==> src/design/tcgr_pkg.sv <==
// Shared types, codes and helper functions of the text cell glyph renderer.
`timescale 1ns / 1ps
package tcgr_pkg;

   // Request opcodes (code 3 is reserved and dropped)
   localparam logic [1:0] OP_WRITE_GLYPH = 2'd0;
   localparam logic [1:0] OP_DRAW_CHAR   = 2'd1;
   localparam logic [1:0] OP_READ_CELL   = 2'd2;

   // Configuration register indexes
   localparam logic [1:0] CSR_GLYPH_WIDTH     = 2'd0;
   localparam logic [1:0] CSR_GLYPH_HEIGHT    = 2'd1;
   localparam logic [1:0] CSR_COLUMNS_PER_ROW = 2'd2;

   // Result kinds
   localparam logic KIND_PIXEL = 1'b0;
   localparam logic KIND_CELL  = 1'b1;

   // Glyph size limits and register reset values
   localparam logic [3:0] GLYPH_DIM_MIN      = 4'd1;
   localparam logic [3:0] GLYPH_DIM_MAX      = 4'd8;
   localparam logic [3:0] GLYPH_WIDTH_RESET  = 4'd8;
   localparam logic [3:0] GLYPH_HEIGHT_RESET = 4'd8;
   localparam logic [7:0] COLUMNS_RESET      = 8'd80;

   // Widest intermediate values
   localparam int CELL_LIN_W  = 14;  // row*columns + column
   localparam int GLYPH_BIT_W = 14;  // code*w*h + py*w + px
   localparam int CELL_LIN_MAX = 16383;
   localparam int GLYPH_BYTE_MAX = 2047;
   localparam int CODE_MAX = 255;

   typedef struct packed {
      logic [1:0]  opcode;
      logic [10:0] glyph_byte_address;
      logic [7:0]  glyph_byte_data;
      logic [6:0]  cell_column;
      logic [5:0]  cell_row;
      logic [7:0]  char_code;
      logic [7:0]  fg_red;
      logic [7:0]  fg_green;
      logic [7:0]  fg_blue;
   } req_payload_type;

   typedef struct packed {
      logic        result_kind;
      logic [9:0]  pixel_x;
      logic [9:0]  pixel_y;
      logic [7:0]  out_code;
      logic [7:0]  out_red;
      logic [7:0]  out_green;
      logic [7:0]  out_blue;
      logic        last_of_run;
   } rsp_payload_type;

   // Controller to datapath
   typedef struct packed {
      logic clear_step;
      logic glyph_write;
      logic capture;
      logic prep_lin;
      logic prep_red;
      logic cell_write;
      logic draw_start;
      logic cell_issue;
      logic pix_issue;
   } cmd_type;

   // Datapath to controller
   typedef struct packed {
      logic clear_done;
      logic slot_free;
      logic last_pix;
   } status_type;

   // Zero counts as one, anything above eight as eight
   function automatic logic [3:0] clamp_dim(input logic [3:0] v);
      logic [3:0] r;
      r = v;
      if (v < GLYPH_DIM_MIN) r = GLYPH_DIM_MIN;
      else if (v > GLYPH_DIM_MAX) r = GLYPH_DIM_MAX;
      return r;
   endfunction

endpackage

==> src/design/tcgr_ctrl.sv <==
// Controller state machine of the text cell glyph renderer.
`timescale 1ns / 1ps
module tcgr_ctrl (
   input  logic                 clock,
   input  logic                 reset,
   input  logic                 req_valid,
   input  logic [1:0]           req_opcode,
   output logic                 req_ready,
   input  tcgr_pkg::status_type status,
   output tcgr_pkg::cmd_type    cmd
);
   import tcgr_pkg::*;

   typedef enum logic [5:0] {
      ST_CLEAR = 6'b000001,
      ST_IDLE  = 6'b000010,
      ST_LIN   = 6'b000100,
      ST_RED   = 6'b001000,
      ST_SETUP = 6'b010000,
      ST_DRAW  = 6'b100000
   } state_type;

   state_type state_ff, state_in;
   logic      is_draw_ff, is_draw_in;
   logic      accept;

   assign req_ready = (state_ff == ST_IDLE);
   assign accept    = req_valid && req_ready;

   // Sequence one request at a time
   always_comb begin
      state_in   = state_ff;
      is_draw_in = is_draw_ff;
      cmd        = '0;
      unique case (state_ff)
         ST_CLEAR: begin
            cmd.clear_step = 1'b1;
            if (status.clear_done) state_in = ST_IDLE;
         end
         ST_IDLE: begin
            if (accept) begin
               unique case (req_opcode)
                  OP_WRITE_GLYPH: cmd.glyph_write = 1'b1;
                  OP_DRAW_CHAR: begin
                     cmd.capture = 1'b1;
                     is_draw_in  = 1'b1;
                     state_in    = ST_LIN;
                  end
                  OP_READ_CELL: begin
                     cmd.capture = 1'b1;
                     is_draw_in  = 1'b0;
                     state_in    = ST_LIN;
                  end
                  default: begin
                     // reserved opcode: drop the beat
                  end
               endcase
            end
         end
         ST_LIN: begin
            cmd.prep_lin = 1'b1;
            state_in     = ST_RED;
         end
         ST_RED: begin
            cmd.prep_red = 1'b1;
            state_in     = ST_SETUP;
         end
         ST_SETUP: begin
            if (is_draw_ff) begin
               cmd.cell_write = 1'b1;
               cmd.draw_start = 1'b1;
               state_in       = ST_DRAW;
            end else if (status.slot_free) begin
               cmd.cell_issue = 1'b1;
               state_in       = ST_IDLE;
            end
         end
         ST_DRAW: begin
            if (status.slot_free) begin
               cmd.pix_issue = 1'b1;
               if (status.last_pix) state_in = ST_IDLE;
            end
         end
         default: state_in = ST_CLEAR;
      endcase
   end

   always_ff @(posedge clock) begin
      if (reset) begin
         state_ff   <= ST_CLEAR;
         is_draw_ff <= 1'b0;
      end else begin
         state_ff   <= state_in;
         is_draw_ff <= is_draw_in;
      end
   end

endmodule

==> config.mk <==
export PLATFORM = sky130hd
export DESIGN_NAME = tcgr_ctrl
export DESIGN_NICKNAME = d
export VERILOG_FILES = /design/src/design/tcgr_pkg.sv /design/src/design/tcgr_ctrl.sv
export SDC_FILE = /design/constraint.sdc
export NUM_CORES = 1
export LEC_CHECK = 0
export BUFFER_PORTS_ARGS = -buffer_cell sky130_fd_sc_hd__buf_4
export CAP_MARGIN = 20
export CORE_AREA = 3 3 40 42
export DETAILED_ROUTE_END_ITERATION = 10
export DIE_AREA = 0 0 43 45
export PLACE_DENSITY = 0.72
export SLEW_MARGIN = 25
export SYNTH_ARGS = -nofsm -noshare
export SYNTH_HDL_FRONTEND = slang
export SYNTH_SLANG_ARGS = --single-unit
==> constraint.sdc <==
create_clock -name clock -period 4.3 [get_ports clock]
set_input_delay 0.43 -clock clock [delete_from_list [all_inputs] [get_ports clock]]
set_output_delay 0.43 -clock clock [all_outputs]
set_load 0.05 [all_outputs]
==> results of run 1 <==
==> worst max-delay path, stage by stage (launching register included) <==
cell and delay (ns):
dfxtp_1 0.36, or4_4 0.60, nor2_1 0.15, and3_1 0.16, buf_4 0.19
==> metrics by stage <==
| stage | hold slack, ns | power, mW | utilization (%) | area, um2 |
|---|---|---|---|---|
| 6_report | 0.3921 | 0.2324 | 51.41 | 660.6 |
| 3_5_place_dp | 0.5655 | 0.1754 | 49.37 | 634.4 |
| 5_1_grt | 0.3946 | 0.2446 | 51.41 | 660.6 |
| 2_1_floorplan | 0.4946 | 0.1498 | - | 495.5 |
| 3_3_place_gp | 0.5488 | 0.1748 | 49.37 | 634.4 |
| 4_1_cts | 0.3892 | 0.2354 | 51.41 | 660.6 |
==> cells in the mapped netlist <==
master	count
nor2_1	8
dfxtp_1	7
nand2_1	4
and3_1	3
inv_1	3
a311o_1	2
and4b_1	2
ha_1	2
nand2b_4	2
nand3_1	2
nor2b_1	2
nor3_1	2
nor4_1	2
a211o_1	1
a211oi_2	1
a21oi_1	1
a22o_1	1
a22oi_1	1
a311oi_2	1
a31oi_1	1
and2_1	1
buf_4	1
nor3_4	1
nor3b_1	1
nor4_2	1
o21a_1	1
o21ai_0	1
o21ai_1	1
or4_4	1
==> cell type report <==
cell class | count | area [um2]
Fill cell | 134 | 624.3
Multi-Input combinational cell | 46 | 336.6
Sequential cell | 7 | 140.1
Timing Repair Buffer | 17 | 127.6
Clock buffer | 4 | 26.28
Tap cell | 15 | 18.77
Inverter | 3 | 11.26
==> power breakdown <==
part / switching [mW] / internal [mW]
Combinational: 0.0523 / 0.0389
Sequential: 0.0113 / 0.0711
Clock: 0.0235 / 0.0354
==> state kept, by name, summed over array words and instances (netlist names) <==
name and flops:
is_draw_ff 1, state_ff 6
==> per-layer routing <==
layer | track usage (%) | share of wire [%] | vias up
met5 | 0 | 0 | -
met1 | 15.09 | 45 | 228
met2 | 19.16 | 47 | 20
met4 | 3.614 | 0 | 0
met3 | 5.976 | 7.6 | 0
li1 | - | - | 256
==> cells in the final DEF, fill, tap and decap left out, types with 2 or more instances in the layout <==
master and count:
nand3_1 2, nand2b_4 2, and4b_1 2, nor2b_1 2, a311o_1 2, dfxtp_1 7, and3_1 3, nand2_1 4
nor3_1 2, nor2_1 8, inv_1 3, ha_1 2, clkbuf_4 3, buf_4 17, nor4_1 2
==> logic make-up (layout without fill, tap and decap cells) <==
kind of cell	count (synthesis)	count (layout)	synth area share, %
adders and majority gates	2	2	5.050
and+or+nand+nor	32	32	42.43
buffers and inverters	4	24	3.788
DFF	7	7	28.28
AOI/OAI and AO/OA	12	12	20.45
==> worst max path at each step <==
stage / start / end / slack, ns
after floorplan: state_ff[5] / cmd[7] / 1.66
after global placement: state_ff[5] / cmd[7] / 2.44
after detailed placement: state_ff[5] / cmd[7] / 2.41
after CTS: state_ff[5] / cmd[7] / 2.14
after global routing: state_ff[5] / cmd[7] / 2.08
final: state_ff[5] / cmd[7] / 2.16
==> results.txt, run 1 <==
Fin crit period: 2.142 ns
CP max FO: 8
Die ar.: 0.001935 mm2
Antenna violations before repair: 0
Post-CTS Hold Fix Bufs: 0
Die H: 45 um
Drt drc: 0
Num CTS Buffers: 3
Status: finished clean
Vias in the first global route: 422
Reg2Reg Capture Point: state_ff[1]
Fin crit share: 49.81%
CTS tree: yes
Largest net degree at the start of global routing: 9
Final setup violation count: 0
Final nets: 88
RSZ-0062 raised after global routing: no
Max clock buf depth: 2
Syn Area/Cell: 8.693 um2
Startpoint Class: flip-flop
R2R cell count: 4
Max Clock Freq: 466.9 MHz
Routed vias: 504
Placed cell count: 88
Total clock sinks: 7
Hold EP: is_draw_ff
Hold Path Origin: reset
Synth Register Bits: 7
Max-Cap Viols: 0
Global Route Usage Sum: 12.28%
Setup TNS: 0 ns
Arrival @ worst endpoint: 1.71 ns
Synth area leader: dfxtp_1
Clock latency on the worst-skew pair: 0.25 ns
Power per cell area: 351.8 mW/mm2
Hold path depth: 2
Mapped Area: 495.5 um2
Final std cells w/o fill: 92
Area grow syn2layout: 33.33%
I/O Buffers: 17
Remaining Overflow, GRT: 0
WP data required: 3.87 ns
Worst setup EP type: primary output
I/O Pins: 18
Post-CTS Setup Inserts: 0
DP HPWL: 882.7 um
Max-slew violations: 0
Pre-CTS setup slack: 2.411 ns
Initial DRC count: 10
Wire per inst: 12.05 um
Routed Antenna Nets: 0
CTS Root Cell: clkbuf_4
Post-synth top area share: 28.28%
Routed WL: 1109 um
Reg2Reg Setup Slack: 2.72 ns
Rows: 13
Leakage power: 0.3114 nW
CTS clk-pin slew, worst paths: 0.05 ns
Initial core utilization: 38.56%
Max-slew headroom: 66.53%
Syn_nets: 67
YS warnings: 0
Final WS setup: 2.158 ns
Largest cells by area after synthesis: dfxtp_1 (28%), nor2_1 (6.1%), nand2b_4 (5.6%)
Crit Path Class: flip-flop to primary output
Synth unique cells: 29
Final Skew: 0.006835 ns
Placeable Area: 0.001285 mm2
Placer congestion estimate: 0.8202
Maximum vdd drop: 0.0002510 V
Worst Tran Pin Value: 0.4980 ns
Vias/cell: 5.478
Reg-to-Reg Start: state_ff[0]
Hold Crit Class: primary input to flip-flop
Diode count: 0
Die Wd: 43 um
Sequential area share after synthesis: 28.28%
Layout cells sized above 1: 35.06%
First-pass GRT wire length: 1759 um
Mapped Cells: 57
DR pass1 iterations: 4
Cts repair resizes: 0
Hold Violations, Final: 0
H-tree levels: 1
(Power assumes the default switching activity.)
==> inputs of run 2 (changes only) <==
--- a/config.mk
+++ b/config.mk
@@ -10,7 +10,7 @@
 export CORE_AREA = 3 3 40 42
 export DETAILED_ROUTE_END_ITERATION = 10
 export DIE_AREA = 0 0 43 45
-export PLACE_DENSITY = 0.72
+export PLACE_DENSITY = 0.74
 export SLEW_MARGIN = 25
 export SYNTH_ARGS = -nofsm -noshare
 export SYNTH_HDL_FRONTEND = slang
==> constraint.sdc (replaced) <==
create_clock -name clock -period 1.85 [get_ports clock]
set_input_delay 0.185 -clock clock [delete_from_list [all_inputs] [get_ports clock]]
set_output_delay 0.185 -clock clock [all_outputs]
set_load 0.05 [all_outputs]
==> results.txt, run 2 (synthesized netlist as in run 1, its figures left out) <==
Arrival @ worst endpoint: 1.63 ns (-0.08 ns)
WP data required: 1.66 ns (-2.21 ns)
Fin crit period: 1.814 ns
Die Wd: 43 um (unchanged)
Final Skew: 0.01064 ns (+0.003805 ns)
WL met2: 569 um (+8.2%)
Top Layer Used: met3
Routed Antenna Nets: 0 (unchanged)
Vias in the first global route: 431 (+2.1%)
Remaining Overflow, GRT: 0 (unchanged)
I/O Buffers: 17 (unchanged)
Sequential cell area: 146.4 um2 (+4.5%)
Hold path depth: 2 (unchanged)
Total clock sinks: 7 (unchanged)
CTS Root Cell: clkbuf_4
Area grow syn2layout: 47.98%
Max clock buf depth: 2 (unchanged)
Hold EP: is_draw_ff
Drt drc: 0 (unchanged)
Leakage power: 0.3394 nW (+9.0%)
First-pass GRT wire length: 1918 um (+9.0%)
Reg-to-Reg Start: state_ff[4]
DR pass1 iterations: 2 (-2)
Worst setup EP type: primary output
Initial DRC count: 9 (-1)
Routed WL: 1171 um (+5.6%)
Leading cell type in the layout, fill and taps excluded: buf_4
CP max FO: 7 (-1)
Layout cells sized above 1: 46.25% (+11 points)
Routed vias: 515 (+2.2%)
Post-CTS Hold Fix Bufs: 0 (unchanged)
Antenna violations before repair: 0 (unchanged)
Worst Tran Pin Value: 0.3435 ns (-0.1545 ns)
Largest net degree at the start of global routing: 9 (unchanged)
CTS clk-pin slew, worst paths: 0.05 ns (about the same)
Hold Path Origin: reset
I/O Pins: 18 (unchanged)
CTS tree: yes
Status: finished clean
Rows: 13 (unchanged)
Startpoint Class: flip-flop
Reg2Reg Setup Slack: 0.19 ns (-2.53 ns)
Regs by FF count: state_ff: 6 flops, is_draw_ff: 1 flops
Placeable Area: 0.001285 mm2 (unchanged)
Crit Path Class: flip-flop to primary output
Final nets: 91 (+3.4%)
Most frequent cells in the layout: buf_4 (17), nor2_1 (6), nand2_1 (4), dfxtp_1 (4)
Die H: 45 um (unchanged)
Hold Violations, Final: 0 (unchanged)
Die ar.: 0.001935 mm2 (unchanged)
Initial core utilization: 38.56% (unchanged)
Maximum vdd drop: 0.0005280 V (+110%)
Final core occ: 57.06% (+5.6 points)
Area of the multi-input gates: 365.4 um2 (+8.6%)
Reg2Reg Capture Point: state_ff[1]
Wire per inst: 12.33 um (+2.3%)
DP HPWL: 887.4 um (+0.53%)
Max Clock Freq: 551.4 MHz
Hold Crit Class: primary input to flip-flop
Max-slew violations: 0 (unchanged)
Diode count: 0 (unchanged)
Clock latency on the worst-skew pair: 0.26 ns (about the same)
Placer congestion estimate: 0.8778 (+7.0%)
Power per cell area: 781.9 mW/mm2 (+120%)
Max reg flops: 6 (unchanged)
Num CTS Buffers: 3 (unchanged)
Fillers: 114 (-15%)
Fin crit share: 98.03%
Final setup violation count: 0 (unchanged)
Max-slew headroom: 76.93% (+10 points)
H-tree levels: 1 (unchanged)
Global Route Usage Sum: 13.47% (+1.2 points)
Largest Register: state_ff
Max-Cap Viols: 0 (unchanged)
Vias/cell: 5.421 (-1.0%)
M1 wire length: 534 um (+7.2%)
Setup TNS: 0 ns (unchanged)
Met3 wire length: 68 um (-19%)
R2R cell count: 5 (+1)
-- run 2: changes by cell type in the layout (fill, tap and decap cells not counted), moves of 2 or more --
| cell | before | now |
|---|---|---|
| buf_6 | 0 | 2 |
| dfxtp_1 | 7 | 4 |
| dfxtp_2 | 0 | 2 |
| nor2_1 | 8 | 6 |
-- run 2: final cells by class --
class | instances | area share [%]
tap | 15 | 2.560
sequential | 7 | 19.97
clock buffer | 4 | 3.584
multi-input combinational | 46 | 49.83
timing repair buffer | 20 | 22.53
inverter | 3 | 1.536
-- run 2: worst max path at each step --
stage / from / slack [ns] / end / cells after the start
global route: state_ff[4] / -0.002 / cmd[7] / 4
global placement: state_ff[5] / 0.23 / cmd[7] / 4
detailed placement: state_ff[5] / 0.20 / cmd[7] / 4
floorplan: state_ff[5] / -0.009 / is_draw_ff / 4
CTS: state_ff[3] / 0.009 / cmd[7] / 4
finish: state_ff[4] / 0.04 / cmd[8] / 4
-- run 2: where the power goes --
group | internal, mW | total [mW] | switching [mW]
sequential | 0.164 | 0.195 | 0.0310
combinational | 0.108 | 0.236 | 0.128
clock | 0.0825 | 0.143 | 0.0602
total | 0.354 | 0.573 | 0.219
-- run 2: timing repair --
action	in CTS	in global routing
setup buffers	1	2
pin swaps	1	4
endpoints found under the setup margin	2	7
resized for setup	4	7
-- run 2: per-stage QoR --
step | setup WS, ns | hold WS, ns | instance area, um2 | cells | power (mW)
after floorplan | -0.008898 | 0.2496 | 509.2 | 57 | 0.3508
after global placement | 0.2264 | 0.3982 | 648.1 | 88 | 0.4100
after CTS | 0.009430 | 0.1381 | 691.9 | 93 | 0.5520
after detailed placement | 0.2041 | 0.3991 | 648.1 | 88 | 0.4100
final | 0.03640 | 0.1365 | 733.2 | 95 | 0.5733
after global routing | -0.002466 | 0.1268 | 733.2 | 95 | 0.6031
-- run 2: worst max-delay path, cell delays in order (launching register included) --
cell,delay (ns)
dfxtp_4,0.36
or4_4,0.59
buf_4,0.17
nor2_2,0.10
buf_6,0.16
-- run 2: per-layer routing --
layer | up-vias | track usage, %
met5 | - | 0
li1 | 261 | -
met2 | 9 | 19.76
met4 | 0 | 1.807
met1 | 245 | 18.09
met3 | 0 | 7.171
==> inputs of run 3 (changes only) <==
--- a/config.mk
+++ b/config.mk
@@ -8,9 +8,11 @@
 export BUFFER_PORTS_ARGS = -buffer_cell sky130_fd_sc_hd__buf_4
 export CAP_MARGIN = 20
 export CORE_AREA = 3 3 40 42
+export CTS_CLUSTER_DIAMETER = 150
 export DETAILED_ROUTE_END_ITERATION = 10
 export DIE_AREA = 0 0 43 45
 export PLACE_DENSITY = 0.74
+export REMOVE_ABC_BUFFERS = 1
 export SLEW_MARGIN = 25
 export SYNTH_ARGS = -nofsm -noshare
 export SYNTH_HDL_FRONTEND = slang
==> results.txt, run 3 (synthesized netlist as in run 1, its figures left out) <==
Status: finished clean
Final nets: 88 (-3.3%)
Final std cells w/o fill: 92 (-3.2%)
Routed WL: 1245 um (+6.3%)
Placed cell count: 88 (unchanged)
Total clock sinks: 7 (unchanged)
Cell area after layout: 688.2 um2 (-6.1%)
CTS clk-pin slew, worst paths: 0.05 ns (about the same)
Max-slew headroom: 75.46% (-1.5 points)
Rows: 13 (unchanged)
Crit Path Class: flip-flop to primary output
Maximum vdd drop: 0.0004327 V (-18%)
R2R cell count: 4 (-1)
Placeable Area: 0.001285 mm2 (unchanged)
Die H: 45 um (unchanged)
Layout cells sized above 1: 40.26% (-6.0 points)
First-pass GRT wire length: 1925 um (+0.36%)
Initial DRC count: 18 (+9)
Routed vias: 511 (-0.78%)
Largest Register: state_ff
Worst setup EP type: primary output
WP data required: 1.66 ns (about the same)
Final Skew: 0.0006077 ns (-0.01003 ns)
Hold Crit Class: primary input to flip-flop
Vias in the first global route: 436 (+1.2%)
Leading cell type in the layout, fill and taps excluded: buf_4
Post-CTS Setup Inserts: 0 (-1)
Fillers: 127 (+11%)
Num CTS Buffers: 3 (unchanged)
Remaining Overflow, GRT: 0 (unchanged)
CP max FO: 8 (+1)
Hold Violations, Final: 0 (unchanged)
Initial core utilization: 38.56% (unchanged)
Hold path depth: 2 (unchanged)
Diode count: 0 (unchanged)
Final setup violation count: 0 (unchanged)
DP Area: 634.4 um2 (-2.1%)
DR pass1 iterations: 4 (+2)
Area grow syn2layout: 38.89%
CTS tree: yes
Routed Antenna Nets: 0 (unchanged)
Max clock buf depth: 2 (unchanged)
Die Wd: 43 um (unchanged)
Max reg flops: 6 (unchanged)
Power per cell area: 811.6 mW/mm2 (+3.8%)
Final WS setup: 0.01262 ns (-0.02378 ns)
Worst Tran Pin Value: 0.3654 ns (+0.02195 ns)
I/O Pins: 18 (unchanged)
Clock latency on the worst-skew pair: 0.25 ns (about the same)
Startpoint Class: flip-flop
RSZ-0062 raised after global routing: yes
Fin crit share: 99.32% (+1.3 points)
Max Clock Freq: 544.3 MHz (-1.3%)
Max-Cap Viols: 0 (unchanged)
H-tree levels: 1 (unchanged)
Drt drc: 0 (unchanged)
Global Route Usage Sum: 13.02% (-0.45 points)
Arrival @ worst endpoint: 1.65 ns (+0.02 ns)
Post-CTS Hold Fix Bufs: 0 (unchanged)
Wire per inst: 13.53 um (+9.8%)
Fin crit period: 1.837 ns (+0.02378 ns)
Largest net degree at the start of global routing: 9 (unchanged)
Vias/cell: 5.554 (+2.5%)
DP HPWL: 902.6 um (+1.7%)
Regs by FF count: state_ff: 6 flops, is_draw_ff: 1 flops
Die ar.: 0.001935 mm2 (unchanged)
Max-slew violations: 0 (unchanged)
I/O Buffers: 17 (unchanged)
Leakage power: 0.3184 nW (-6.2%)
Antenna violations before repair: 0 (unchanged)
Setup TNS: 0 ns (unchanged)
Most frequent cells in the layout: buf_4 (15), nor2_1 (7), nand2_1 (4), dfxtp_1 (4)
Placer congestion estimate: 0.8048 (-8.3%)
Pre-CTS setup slack: 0.2034 ns (-0.0006670 ns)
CTS Root Cell: clkbuf_4
==> run 3: changes by cell type in the layout (fill, tap and decap cells not counted), sizes merged <==
cell / before / now
buf: 20 / 17
==> run 3: area by class of cell <==
cell class,instances,area [um2],area share [%]
Tap cell,15,18.77,2.727
Multi-Input combinational cell,46,352.8,51.27
Inverter,3,11.26,1.636
Clock buffer,4,26.28,3.818
Sequential cell,7,143.9,20.91
Timing Repair Buffer,17,135.1,19.64
==> run 3: per-stage QoR <==
stage          power [mW]  utilization [%]  hold slack [ns]
2_1_floorplan      0.3482                -           0.2496
3_5_place_dp       0.4073            49.37           0.4079
3_3_place_gp       0.4061            49.37           0.4015
4_1_cts            0.5483            52.39           0.1448
6_report           0.5585            53.55           0.1537
5_1_grt            0.5880            53.55           0.1365
==> run 3: per-layer routing <==
metal	up-vias	global-route usage [%]	share of wire [%]	routed length (um)
met5	-	0	0	0
met4	0	1.807	1.0	13
met3	2	5.179	6.2	77
met2	15	21.86	46	576
met1	240	16.26	46	577
li1	254	-	-	-
==> run 3: power breakdown <==
group	internal (mW)	switching, mW	leakage (nW)
Combinational	0.0983	0.124	0.245
Sequential	0.165	0.0327	0.0584
Clock	0.0823	0.0559	0.0150
==> run 3: timing repair <==
action	CTS	global route
pin swaps	1	2
gates resized for setup	5	3
endpoints found under the setup margin	2	5
==> run 3: worst max-delay path: stages (launching register included) <==
cell     delay (ns)
dfxtp_2        0.35
or4_4          0.60
nor2_4         0.13
and3_1         0.17
buf_6          0.16
==> run 3: final timing paths <==
kind / from / endpoint / slack (ns)
hold / removal: reset / is_draw_ff / 0.15
setup / recovery: state_ff[5] / cmd[7] / 0.01
hold reg to reg: state_ff[4] / state_ff[3] / 0.52
setup reg to reg: state_ff[1] / state_ff[1] / 0.26
